`src/assert_macros.svh`:
```
// Assertion helpers shared by the RTL. Each expects clk and rst_n in scope.
`ifndef ASSERT_MACROS_SVH
`define ASSERT_MACROS_SVH

// Same-cycle implication, disabled while in reset
`define SIOC_ASSERT_NOW(lbl, ante, cons, msg) \
  lbl: assert property (@(posedge clk) disable iff (!rst_n) (ante) |-> (cons)) \
    else $error(msg);

// Next-cycle implication, disabled while in reset
`define SIOC_ASSERT_NEXT(lbl, ante, cons, msg) \
  lbl: assert property (@(posedge clk) disable iff (!rst_n) (ante) |=> (cons)) \
    else $error(msg);

`endif

```
`src/sioc_pkg.sv`:
```
`timescale 1ns / 1ps

package sioc_pkg;

  // Register window C0..D8
  localparam int unsigned REG_COUNT = 25;
  localparam int unsigned OFF_W     = $clog2(REG_COUNT);
  localparam logic [7:0]  REG_FIRST = 8'hC0;
  localparam logic [7:0]  REG_LAST  = 8'hD8;

  // Index port keys
  localparam logic [7:0] KEY_UNLOCK = 8'h33;
  localparam logic [7:0] KEY_LOCK   = 8'h55;

  // Offsets of decoded registers inside the window
  localparam logic [OFF_W-1:0] OFF_FUNC_SEL   = OFF_W'(5'h02);  // C2
  localparam logic [OFF_W-1:0] OFF_FDC_BASE   = OFF_W'(5'h03);  // C3
  localparam logic [OFF_W-1:0] OFF_IDE_BASE   = OFF_W'(5'h04);  // C4
  localparam logic [OFF_W-1:0] OFF_IDE_SIDE   = OFF_W'(5'h05);  // C5
  localparam logic [OFF_W-1:0] OFF_LPT_BASE   = OFF_W'(5'h06);  // C6
  localparam logic [OFF_W-1:0] OFF_UART1_BASE = OFF_W'(5'h07);  // C7
  localparam logic [OFF_W-1:0] OFF_UART2_BASE = OFF_W'(5'h08);  // C8
  localparam logic [OFF_W-1:0] OFF_DMA_SEL    = OFF_W'(5'h09);  // C9
  localparam logic [OFF_W-1:0] OFF_FDC_LPT_IRQ = OFF_W'(5'h0A); // CA
  localparam logic [OFF_W-1:0] OFF_UART_IRQ   = OFF_W'(5'h0B);  // CB
  localparam logic [OFF_W-1:0] OFF_FDC_SWAP   = OFF_W'(5'h16);  // D6

  // Bus operations
  typedef enum logic [1:0] {
    OP_INDEX = 2'd0,
    OP_DATA  = 2'd1,
    OP_READ  = 2'd2
  } op_t;

  typedef logic [REG_COUNT-1:0][7:0] reg_file_t;

  // Writable bits per register; zero marks a read-only register
  function automatic logic [7:0] wr_mask(input logic [OFF_W-1:0] off);
    logic [7:0] m;
    case (off)
      5'h02:                              m = 8'hBF;
      5'h03, 5'h04, 5'h05, 5'h10:         m = 8'hFC;
      5'h07, 5'h08:                       m = 8'hFE;
      5'h0F, 5'h11:                       m = 8'h3F;
      5'h13:                              m = 8'h7C;
      5'h06, 5'h09, 5'h0A, 5'h0B, 5'h0D, 5'h0E,
      5'h15, 5'h16, 5'h17, 5'h18:         m = 8'hFF;
      default:                            m = 8'h00;
    endcase
    return m;
  endfunction

  // Bits forced high on every write
  function automatic logic [7:0] wr_set(input logic [OFF_W-1:0] off);
    return (off == OFF_IDE_SIDE) ? 8'h02 : 8'h00;
  endfunction

  // Power-on contents of the register window
  function automatic reg_file_t reg_reset_value();
    reg_file_t r;
    r = '0;
    r[0]            = 8'h3C;
    r[OFF_FUNC_SEL] = 8'h03;
    r[OFF_FDC_BASE] = 8'h3C;
    r[OFF_IDE_BASE] = 8'h3C;
    r[OFF_IDE_SIDE] = 8'h3D;
    r[5'h15]        = 8'h3C;
    return r;
  endfunction

endpackage

```
`src/super_io_config_register_block_unit.sv`:
```
`timescale 1ns / 1ps
`include "assert_macros.svh"

// Super I/O configuration register block.
// Input channel (in_valid/in_stall, in_op, in_data) carries one bus access per
// beat: index port write, data port write or indexed register read. Index
// bytes 0x33 and 0x55 unlock and lock data writes. Registers C0..D8 sit behind
// the index; each data write goes through that register's write mask.
// Result channel (out_valid/out_stall) returns one beat per access: read data
// (zero unless the access was a read) plus all resources decoded from the
// register contents after the access.
// cfg_wr_en/cfg_wr_data set the IDE-present strap; write it only while idle.
// Latency: the result is registered and valid the cycle after acceptance.
// Throughput: one access per cycle unless stalled; the access is applied and
// decoded in the accept cycle by the masked write path and the window decode.
// A stalled result holds in the output register; in_stall rises only while
// a result waits under out_stall, so the next access is taken as soon as the
// pending beat leaves. Reset (synchronous, rst_n low) clears the index, leaves
// the block unlocked, reloads register defaults and drops any pending result.
module super_io_config_register_block_unit
  import sioc_pkg::*;
(
  input  logic        clk,
  input  logic        rst_n,
  input  logic        cfg_wr_en,
  input  logic        cfg_wr_data,
  input  logic        in_valid,
  output logic        in_stall,
  input  logic [1:0]  in_op,
  input  logic [7:0]  in_data,
  output logic        out_valid,
  input  logic        out_stall,
  output logic [7:0]  out_read_data,
  output logic [5:0]  out_enables,
  output logic [9:0]  out_fdc_base,
  output logic [3:0]  out_fdc_irq,
  output logic [3:0]  out_fdc_dma,
  output logic [9:0]  out_lpt_base,
  output logic [3:0]  out_lpt_irq,
  output logic [9:0]  out_uart1_base,
  output logic [9:0]  out_uart2_base,
  output logic [7:0]  out_uart_irqs,
  output logic [9:0]  out_ide_base,
  output logic [9:0]  out_ide_side
);

  logic             ide_present_r;
  logic [7:0]       index_r, index_nxt;
  logic             locked_r, locked_nxt;
  reg_file_t        regs_r, regs_nxt;
  logic             out_valid_r;
  logic [7:0]       read_data_r, read_data_nxt;
  logic [5:0]       enables_r, enables_nxt;
  logic [9:0]       fdc_base_r, lpt_base_r, uart1_base_r, uart2_base_r;
  logic [9:0]       ide_base_r, ide_side_r;
  logic [3:0]       fdc_irq_r, fdc_dma_r, lpt_irq_r;
  logic [7:0]       uart_irqs_r;
  logic             in_acc, out_acc;
  logic             in_win;
  logic [OFF_W-1:0] off;
  logic [7:0]       idx_rel;
  logic [7:0]       mask, fs;

  assign in_acc   = in_valid && !in_stall;
  assign out_acc  = out_valid_r && !out_stall;
  assign in_stall = out_valid_r && out_stall;

  // Window decode of the current index
  assign idx_rel = index_r - REG_FIRST;
  assign off     = idx_rel[OFF_W-1:0];
  assign in_win  = (index_r >= REG_FIRST) && (index_r <= REG_LAST);
  assign mask    = wr_mask(off);

  // Apply the access to index, lock and register state
  always_comb begin
    index_nxt     = index_r;
    locked_nxt    = locked_r;
    regs_nxt      = regs_r;
    read_data_nxt = 8'h00;
    case (in_op)
      OP_INDEX: begin
        index_nxt = in_data;
        if (in_data == KEY_UNLOCK) begin
          locked_nxt = 1'b0;
        end else if (in_data == KEY_LOCK) begin
          locked_nxt = 1'b1;
        end
      end
      OP_DATA: begin
        if (!locked_r && in_win && (mask != 8'h00)) begin
          regs_nxt[off] = (in_data & mask) | wr_set(off);
        end
      end
      OP_READ: begin
        if (in_win) begin
          read_data_nxt = regs_r[off];
        end
      end
      default: begin
        read_data_nxt = 8'h00;
      end
    endcase
  end

  // Decode function enables from the updated registers
  assign fs = regs_nxt[OFF_FUNC_SEL];
  always_comb begin
    enables_nxt[0] = (fs[1:0] == 2'b00);
    enables_nxt[1] = fs[2];
    enables_nxt[2] = fs[3];
    enables_nxt[3] = fs[4];
    enables_nxt[4] = fs[5] && ide_present_r;
    enables_nxt[5] = regs_nxt[OFF_FDC_SWAP][0];
  end

  // Configuration strap
  always_ff @(posedge clk) begin
    if (!rst_n) begin
      ide_present_r <= 1'b0;
    end else if (cfg_wr_en) begin
      ide_present_r <= cfg_wr_data;
    end
  end

  // Advance architectural state on an accepted beat
  always_ff @(posedge clk) begin
    if (!rst_n) begin
      index_r  <= 8'h00;
      locked_r <= 1'b0;
      regs_r   <= reg_reset_value();
    end else if (in_acc) begin
      index_r  <= index_nxt;
      locked_r <= locked_nxt;
      regs_r   <= regs_nxt;
    end
  end

  // Output valid: load on accept, drop when taken
  always_ff @(posedge clk) begin
    if (!rst_n) begin
      out_valid_r <= 1'b0;
    end else if (in_acc) begin
      out_valid_r <= 1'b1;
    end else if (out_acc) begin
      out_valid_r <= 1'b0;
    end
  end

  // Result payload; holds while stalled since no beat is accepted then
  always_ff @(posedge clk) begin
    if (in_acc) begin
      read_data_r  <= read_data_nxt;
      enables_r    <= enables_nxt;
      fdc_base_r   <= {regs_nxt[OFF_FDC_BASE], 2'b00};
      fdc_irq_r    <= regs_nxt[OFF_FDC_LPT_IRQ][7:4];
      fdc_dma_r    <= regs_nxt[OFF_DMA_SEL][7:4];
      lpt_base_r   <= {regs_nxt[OFF_LPT_BASE], 2'b00};
      lpt_irq_r    <= regs_nxt[OFF_FDC_LPT_IRQ][3:0];
      uart1_base_r <= {regs_nxt[OFF_UART1_BASE], 2'b00};
      uart2_base_r <= {regs_nxt[OFF_UART2_BASE], 2'b00};
      uart_irqs_r  <= regs_nxt[OFF_UART_IRQ];
      ide_base_r   <= {regs_nxt[OFF_IDE_BASE], 2'b00};
      ide_side_r   <= {regs_nxt[OFF_IDE_SIDE], 2'b00};
    end
  end

  assign out_valid      = out_valid_r;
  assign out_read_data  = read_data_r;
  assign out_enables    = enables_r;
  assign out_fdc_base   = fdc_base_r;
  assign out_fdc_irq    = fdc_irq_r;
  assign out_fdc_dma    = fdc_dma_r;
  assign out_lpt_base   = lpt_base_r;
  assign out_lpt_irq    = lpt_irq_r;
  assign out_uart1_base = uart1_base_r;
  assign out_uart2_base = uart2_base_r;
  assign out_uart_irqs  = uart_irqs_r;
  assign out_ide_base   = ide_base_r;
  assign out_ide_side   = ide_side_r;

  // Checks
  `SIOC_ASSERT_NOW(a_stall_needs_pending, in_stall, out_valid_r, "stall without pending result")
  `SIOC_ASSERT_NEXT(a_locked_no_write, in_acc && locked_r && (in_op == OP_DATA), $stable(regs_r), "register written while locked")
  `SIOC_ASSERT_NEXT(a_lock_key, in_acc && (in_op == OP_INDEX) && (in_data == KEY_LOCK), locked_r, "lock key did not lock")
  `SIOC_ASSERT_NEXT(a_nonread_zero, in_acc && (in_op != OP_READ), out_read_data == 8'h00, "read data nonzero on non-read access")

endmodule

```
`config.mk`:
```
export PLATFORM = sky130hd
export DESIGN_NAME = super_io_config_register_block_unit
export DESIGN_NICKNAME = d
export VERILOG_FILES = /design/src/sioc_pkg.sv /design/src/super_io_config_register_block_unit.sv
export VERILOG_INCLUDE_DIRS = /design/src /design/src/src
export SDC_FILE = /design/constraint.sdc
export NUM_CORES = 1
export LEC_CHECK = 0
export BUFFER_PORTS_ARGS = -buffer_cell sky130_fd_sc_hd__buf_2
export CAP_MARGIN = 15
export CORE_UTILIZATION = 35
export CTS_CLUSTER_DIAMETER = 50
export CTS_CLUSTER_SIZE = 30
export DETAILED_ROUTE_END_ITERATION = 10
export GPL_TIMING_DRIVEN = 0
export SETUP_SLACK_MARGIN = 0.05
export SYNTH_ARGS = -nofsm -noshare
export SYNTH_HDL_FRONTEND = slang
export SYNTH_SLANG_ARGS = --single-unit
```
`constraint.sdc`:
```
create_clock -name clk -period 4.4 [get_ports clk]
set_input_delay 0.44 -clock clk [delete_from_list [all_inputs] [get_ports clk]]
set_output_delay 0.44 -clock clk [all_outputs]
set_load 0.05 [all_outputs]
```
# After elaboration in Yosys (flattened, before gate mapping)
# Memories as Yosys holds them, arrays and structs flattened.
# Index checks and enable logic that the tools add are counted.
dict set report totals {
  register_bits 293
  latchBits 0
  ramBits 0
  mem_bits_ro 256
  in_bits 16
  output_inout_bits 96
  wordCells 89
  n_memories 1
}
# memory depth word_bits read_ports rd_clocked_by_memory_dff write_ports line_no
set memory_table {}
lappend memory_table {{(no name shown)} 32 8 1 0 0 sioc_pkg.sv:40} ;# case (off)
dict set report classes {
  add_sub_neg 1
  n_mul 0
  n_div 0
  n_lt_le_gt_ge 4
  n_eq_ne 5
  n_shift 0
  mux 12
  n_bitwise 2
  reduce_logical 20
}
# op n
set ops {}
lappend ops {{177-bit two-way mux} 2}
lappend ops {{200-bit bitwise mux} 1}
lappend ops {{8-bit binary-select mux with 5-bit select} 1}
lappend ops {{8-bit demux with 5-bit select} 1}
lappend ops {{8-bit two-way mux} 2}
lappend ops {{8-bit bitwise AND} 1}
lappend ops {{8-bit by 6-bit equality test with 1-bit output, second input constant} 1}
lappend ops {{8-bit by 7-bit equality test with 1-bit output, second input constant} 1}
lappend ops {{8-bit greater-or-equal comparator, second input constant} 1}
lappend ops {{8-bit <= comparator, second input constant} 1}
lappend ops {{1-bit logical AND} 8}
lappend ops {{8-bit by 2-bit bitwise OR with 8-bit output} 1}
lappend ops {{8-bit nonzero test} 1}
lappend ops {{5-bit by 6-bit less-than comparator with 1-bit output, second input constant} 1}
lappend ops {{3-bit AND reduction} 2}
lappend ops {{5-bit by 3-bit equality test with 1-bit output, second input constant} 1}
lappend ops {{5-bit by 1-bit greater-or-equal comparator with 1-bit output, second input constant} 1}
lappend ops {{5-bit by 1-bit subtractor with 5-bit output, second input constant} 1}
lappend ops {{2-bit logical NOT} 2}
lappend ops {{1-bit two-way mux} 4}
lappend ops {{2-bit AND reduction} 2}
lappend ops {{2-bit nonzero test} 2}
lappend ops {{1-bit logical NOT} 3}
lappend ops {{2-bit by 1-bit equality test with 1-bit output, second input constant} 1}
lappend ops {{2 further kinds} 2}

# Logic depth before layout (Yosys ltp)
# Gate-level depths: netlist of the first run.
dict set report depth {
  ltp_word 9
  mapped_depth 14
}

# Worst setup path after synthesis of the first run
# OpenSTA, ideal clock, no wires.
dict set report synth_path {
  path_kind {register -> register}
  start {register out_valid_r (netlist: out_valid)}
  end {register, netlist name mask[1]}
  setup_ns 0.076
  arrival_time_ns 3.867
  slack_ns 0.457
  path_stages_with_launch 15
  n_path_buf 1
  period_less_slack_ns 3.943
  cell_sequence {dfxtp_1 > a21bo_2 > inv_1 > buf_2 > nand2_1 > nand2_1 > a21boi_0 > inv_1 > ha_1 > ha_1 > nor2b_1 > a31o_2 > a22o_1 > nand2_1 > a21boi_0}
}
# element line_no
set synth_rtl {}
lappend synth_rtl {{start: declaration} super_io_config_register_block_unit.sv:51} ;# logic out_valid_r;
lappend synth_rtl {{start signal: assignment} super_io_config_register_block_unit.sv:141} ;# out_valid_r <= 1'b0;
lappend synth_rtl {{start signal: assignment} super_io_config_register_block_unit.sv:143} ;# out_valid_r <= 1'b1;
lappend synth_rtl {{start signal: assignment} super_io_config_register_block_unit.sv:145} ;# out_valid_r <= 1'b0;

==> results of run 1 <==
cells in the final DEF (no fill, tap or decap), drive strengths merged, types with 3 or more instances in the layout:
cell      synthesis  final
clkinv            0     11
clkinvlp          0      3
conb              1     12
o311ai            3      3
nor4bb            3      3
dfxtp           216    216
nand3            22     22
mux2             50     50
nand4             7      7
o211a             3      3
nor3b             5      5
a41oi             3      3
a22oi            10     10
o21ai            47     47
a21oi            18     18
nand2           247    247
and3              4      4
or3              17     17
nor3             22     22
o211ai           18     18
clkbuf           64    104
nor2b           107    107
edfxtp           82     82
inv              12     20
nor4             11     11
a221oi            6      6
buf              51    148
a21boi           75     75
mux4             46     46
mux2i           103    103
and2             11     11
ha                6      6
a22o              7      7
nor2             18     18
worst min-delay path by stage:
stage	startpoint	end	slack [ns]	depth (start not counted)
2_1_floorplan	regs_r[144]$_SDFFE_PN0P_	regs_r[144]$_SDFFE_PN0P_	0.44	2
3_3_place_gp	regs_r[128]$_SDFFE_PN0P_	regs_r[128]$_SDFFE_PN0P_	0.45	2
3_5_place_dp	regs_r[188]$_SDFFE_PN0P_	regs_r[188]$_SDFFE_PN0P_	0.45	2
4_1_cts	in_valid	out_valid$_SDFFE_PN0P_	0.15	2
5_1_grt	in_valid	out_valid$_SDFFE_PN0P_	0.16	2
6_report	in_valid	out_valid$_SDFFE_PN0P_	0.16	2
power by group through the flow:
| stage | registers [mW] | clock network (mW) | logic (mW) |
|---|---|---|---|
| floorplan | 3.03 | 0 | 0.254 |
| global placement | 2.93 | 0 | 0.528 |
| detailed placement | 2.92 | 0 | 0.531 |
| CTS | 2.86 | 2.87 | 0.532 |
| global route | 2.87 | 3.00 | 0.559 |
| finish | 2.86 | 2.84 | 0.538 |
metal layers:
layer / share of wire (%) / global-route usage, %
met5: 0.019 / 0
met2: 48 / 38.1
met4: 3.9 / 8.81
met3: 5.8 / 3.11
met1: 42 / 29.4
kinds of logic (layout without fill, tap and decap cells):
| family | Yosys count | in the layout |
|---|---|---|
| simple gates | 485 | 485 |
| flops | 298 | 298 |
| compound gates | 208 | 208 |
| mux | 199 | 199 |
| buf+inv | 127 | 286 |
| fa+ha+maj | 6 | 6 |
| other cells | 1 | 13 |
cell usage after synthesis, types with 10 or more instances:
cell        n  area (sq um)
clkbuf_1   64           240
nand2_1   247           927
mux2i_1   103          1030
o211ai_1   18           135
buf_4      15           113
buf_2      17          85.1
edfxtp_1   82          2460
nand3_1    21           105
inv_1      12          45.0
mux2_2     50           563
nor2b_1   107           669
o21ai_0    43           215
or3_1      17           106
nor3_1     15          75.1
buf_1      17          63.8
dfxtp_1   216          4320
mux4_2     46          1040
a21boi_0   75           563
a22oi_1    10          75.1
a21oi_1    18          90.1
nor2_1     15          56.3
stage by stage:
| stage | TNS (ns) | utilization [%] | total power, mW | worst slack (ns) |
|---|---|---|---|---|
| finish | 0 | 41.3 | 6.24 | 0.340 |
| global route | 0 | 41.3 | 6.42 | 0.182 |
| CTS | 0 | 41.3 | 6.27 | 0.0665 |
| detailed placement | 0 | 38.5 | 3.45 | 0.0760 |
| global placement | -3.18 | 38.4 | 3.45 | -0.837 |
| floorplan | 0 | - | 3.28 | 0.457 |
registers in the layout (all words and copies together) (netlist names), 8 cells and up:
signal          flops
out_read_data       8
out_uart_irqs       8
index_r             8
out_uart1_base      8
out_uart2_base      8
out_ide_side        8
out_fdc_base        8
regs_r            200
out_ide_base        8
out_lpt_base        8
final cells by class:
cell class,count,area (sq um)
diodes,1,2.50
plain buffers,115,528
clock buffers,39,901
clock inverters,22,229
fillers,3807,23300
inverters,12,45.0
multi-input cells,910,6760
flip-flops and latches,298,6790
well taps,525,657
repair buffers,98,513
what timing repair did:
| action | 4_1_cts | 5_1_grt |
|---|---|---|
| hold buffers | 0 | 0 |
| gates resized for setup | 1 | 1 |
| setup endpoints to repair | 2 | 5 |
==> metrics.txt, run 1 <==
status complete, no violations; initial core utilization 35.4%; die footprint 41000 sq um; Setup CP Type reg2reg; CTS tree yes; fin cells 2020; Power Density 380 nW/um^2; Worst Reg-to-Reg Cells 13; Final Critical Period 4.06 ns; I/O Pins 112; synth warn 0; main combinational cell family by area after synthesis multiplexers; Clock Latency Late Sink 0.54 ns; Placeable Area 39700 sq um; Comb pwr share 8.6%; Slew @ Worst Pin 1.15 ns; CP bufs+invs 5; total wire length 46400 um; final instance area 16400 sq um; pin count of the biggest net entering global routing 65; Worst path slowest cell a21boi_0; DP Area 15300 sq um; Yosys cell types 67; EDFF count, synth 82; Min-Delay Path Class in2reg; placed cells 1958; postcts setup bufs 0; Leakage 5.67 nW; register bit total from synthesis 298; ys async rst share 0%; DR WL/cell 23.0 um; Most used DFF post-synth dfxtp_1; startpoint class of the critical path flip-flop; Worst setup endpoint mask[0]$_DFF_P_; Site Rows 73; initial antenna violation count 2; Crit path required time 4.80 ns; CTS Buf Count 34; Seq/Total Area, Yosys 48.2%; Hold WS 0.158 ns; simple logic cell fraction of the synthesized area 18.2%; routability cong. 0.949; RSZ-0062 raised after global routing false; CP startpoint index_r[1]$_SDFFE_PN0N_; r2r endpoint mask[0]$_DFF_P_; Die Y 203 um; multiplexer area fraction after synthesis 18.7%; mapped cell area 14100 sq um; R2R Setup Slk 0.34 ns; nature of the critical path endpoint flip-flop; global-route wire length before repair 68800 um; fin crit share 92.3%; P_int 4.52 mW; vias in the first global route 10413; Synth Instances 1324; CTS max path bufs 3; gr ovfl total 0; FF-to-FF Start index_r[1]$_SDFFE_PN0N_; Die X-Extent 203 um; Layout area overhead 16.7%; port buffer count 97; Clk pin slew, worst setup/hold paths 0.07 ns; Max Cap Violations 0; H-tree levels 2; CP max FO 10; VDD IR-drop max 0.198 mV; HPWL after DPL 34000 um; clock power share 45.5%; Final Hold Vio Count 0; antenna-violating nets left 0; Final Slew Violations 0; 1st-iter DRT viols 854; Setup Viol. Count Final 0; Sequential Power Share 45.9%; xor/xnor cell area share of the yosys netlist 0%; CP cell instances buf_6, clkbuf_1, clkbuf_2, buf_2, nand2_1, a21boi_0, inv_1, ha_1, ha_1, mux2i_1, a22o_1, nand2_1, o21a_1; CTS Sinks 298; Top delay family on crit path buffers and inverters; syn_area_per_cell 10.6 sq um; Data arrival, critical path 4.46 ns; Sw Pwr 1.71 mW; layout cell share with drive strength beyond 1 21.0%; number of stages on the worst setup path 13; Post-Synth Adder-Cell Area 0.533%; DRT Pass-1 Iters 5; Via density 5.33; Worst path max stage delay 0.58 ns; GRT Util Overall 22.7%; nets 1491; drt drc 0; Sw Ratio 27.5%; relative slew slack 22.6%; skew final 0.0409 ns; Fmax 246 MHz; post-synthesis compound-gate area fraction 10.4%; root buffer cell clkbuf_16; via count 10757
No activity file was read; power rests on OpenSTA's default activity.
==> run 2: changes to the inputs <==
CORE_ASPECT_RATIO = 1.75   (was unset)
REMOVE_ABC_BUFFERS = 1   (was unset)
==> metrics.txt, run 2 (same netlist as run 1, synthesis figures left out) <==
status complete, no violations; Via density 5.45; grt met2 use 32.7%; total wire length 38800 um; Clk pin slew, worst setup/hold paths 0.11 ns; CTS Buf Count 15; relative slew slack 20.3%; global-route wire length before repair 58200 um; routability cong. 0.927; total power 4.95 mW; Setup CP Type reg2reg; drt drc 0; Die X-Extent 154 um; # diodes 0; gr ovfl total 0; root buffer cell clkbuf_16; fin crit share 86.4%; Multi-input gate area 6770 sq um; vias in the first global route 9632; Crit path required time 4.67 ns; port buffer count 99; Power Density 320 nW/um^2; DP Area 15000 sq um; gr busiest metal met2; Layout area overhead 9.94%; final core occ 39.3%; Sw Ratio 26.6%; Die Y 267 um; H-tree levels 1; CTS Sinks 298; Final Critical Period 3.80 ns; via count 10063; Sequential Power Share 58.1%; RSZ-0062 raised after global routing false; setup_tns 0 ns; initial antenna violation count 0; Max Cap Violations 0; met1 usage 22.0%; CTS Hold Bufs 0; # fillers 3815; Final Slew Violations 0; largest register by flop count regs_r; 1st-iter DRT viols 657; Clock Latency Late Sink 0.52 ns; Final Hold Vio Count 0; Slew @ Worst Pin 1.19 ns; DR WL/cell 21.0 um; antenna-violating nets left 0; startpoint class of the critical path flip-flop; Hold WS 0.139 ns; initial core utilization 35.7%; skew final 0.0237 ns; most common cell after layout, fill and taps aside nand2_1; Data arrival, critical path 4.07 ns; Hold Path Depth 2; Leakage 5.22 nW; nets 1372; Setup Viol. Count Final 0; I/O Pins 112; CTS resizes 0; nature of the critical path endpoint flip-flop; clock power share 32.3%; die footprint 41100 sq um; P_int 3.63 mW; CTS tree yes; GRT Util Overall 18.6%; Fmax 263 MHz; global-route met3 utilization 1.72%; Comb pwr share 9.7%; Placeable Area 39400 sq um; Site Rows 96; layout cell share with drive strength beyond 1 19.7%; Sw Pwr 1.32 mW; Min-Delay Path Class in2reg; commonest cells after routing, fill and taps aside nand2_1 (247), dfxtp_1 (214), nor2b_1 (107), mux2i_1 (103), buf_2 (98); final instance area 15500 sq um; max reg flops 200; DRT Pass-1 Iters 5; postcts setup bufs 0; VDD IR-drop max 0.249 mV; CP max FO 26; HPWL after DPL 26400 um; Worst Reg-to-Reg Cells 5; Seq. cell area 6790 sq um; pin count of the biggest net entering global routing 149; CTS max path bufs 3
run 2: cell count changes in the layout (fill, tap and decap cells not counted), sizes merged:
cell	before	now
clkinvlp	3	2
buf	148	113
diode	1	0
clkbuf	104	16
inv	20	17
clkinv	11	2
run 2: power by group through the flow:
stage	sequential, mW	combinational, mW	clock (mW)
floorplan	3.04	0.189	0
global placement	2.95	0.440	0
detailed placement	2.94	0.472	0
CTS	2.87	0.473	1.65
global route	2.88	0.500	1.74
finish	2.87	0.478	1.60
run 2: path summary, 6_finish.rpt:
kind	start	end	slack, ns
hold reg to reg	regs_r[180]$_SDFFE_PN0P_	regs_r[180]$_SDFFE_PN0P_	0.47
hold / removal	in_valid	out_valid$_SDFFE_PN0P_	0.14
setup reg to reg	index_r[2]$_SDFFE_PN0N_	out_ide_base[9]$_DFFE_PN_	0.60
setup / recovery	index_r[2]$_SDFFE_PN0N_	out_ide_base[9]$_DFFE_PN_	0.60
run 2: layout make-up:
cell class	instances	area share, %
clock buffer	16	2.45
clock inverter	9	0.485
inverter	12	0.307
multi-input combinational	910	43.7
sequential	298	43.9
tap	490	3.96
timing repair buffer	113	5.16
run 2: critical path: stages (launching register included):
cell and delay (ns):
dfxtp_1 1.02, nor3b_1 0.61, o21ai_1 0.43, buf_4 0.29
nor3_2 0.74, mux2_2 0.46
run 2: metal layers:
layer / share of wire, % / vias to the layer above
li1: - / 4737
met1: 39 / 4924
met2: 51 / 318
met3: 4.3 / 84
met4: 6.0 / 0
met5: 0 / -
run 2: stage by stage:
step	worst slack, ns	instances
2_1_floorplan	-0.328	1220
3_3_place_gp	-2.07	1809
3_5_place_dp	0.514	1820
4_1_cts	0.608	1845
5_1_grt	0.450	1848
6_report	0.597	1848
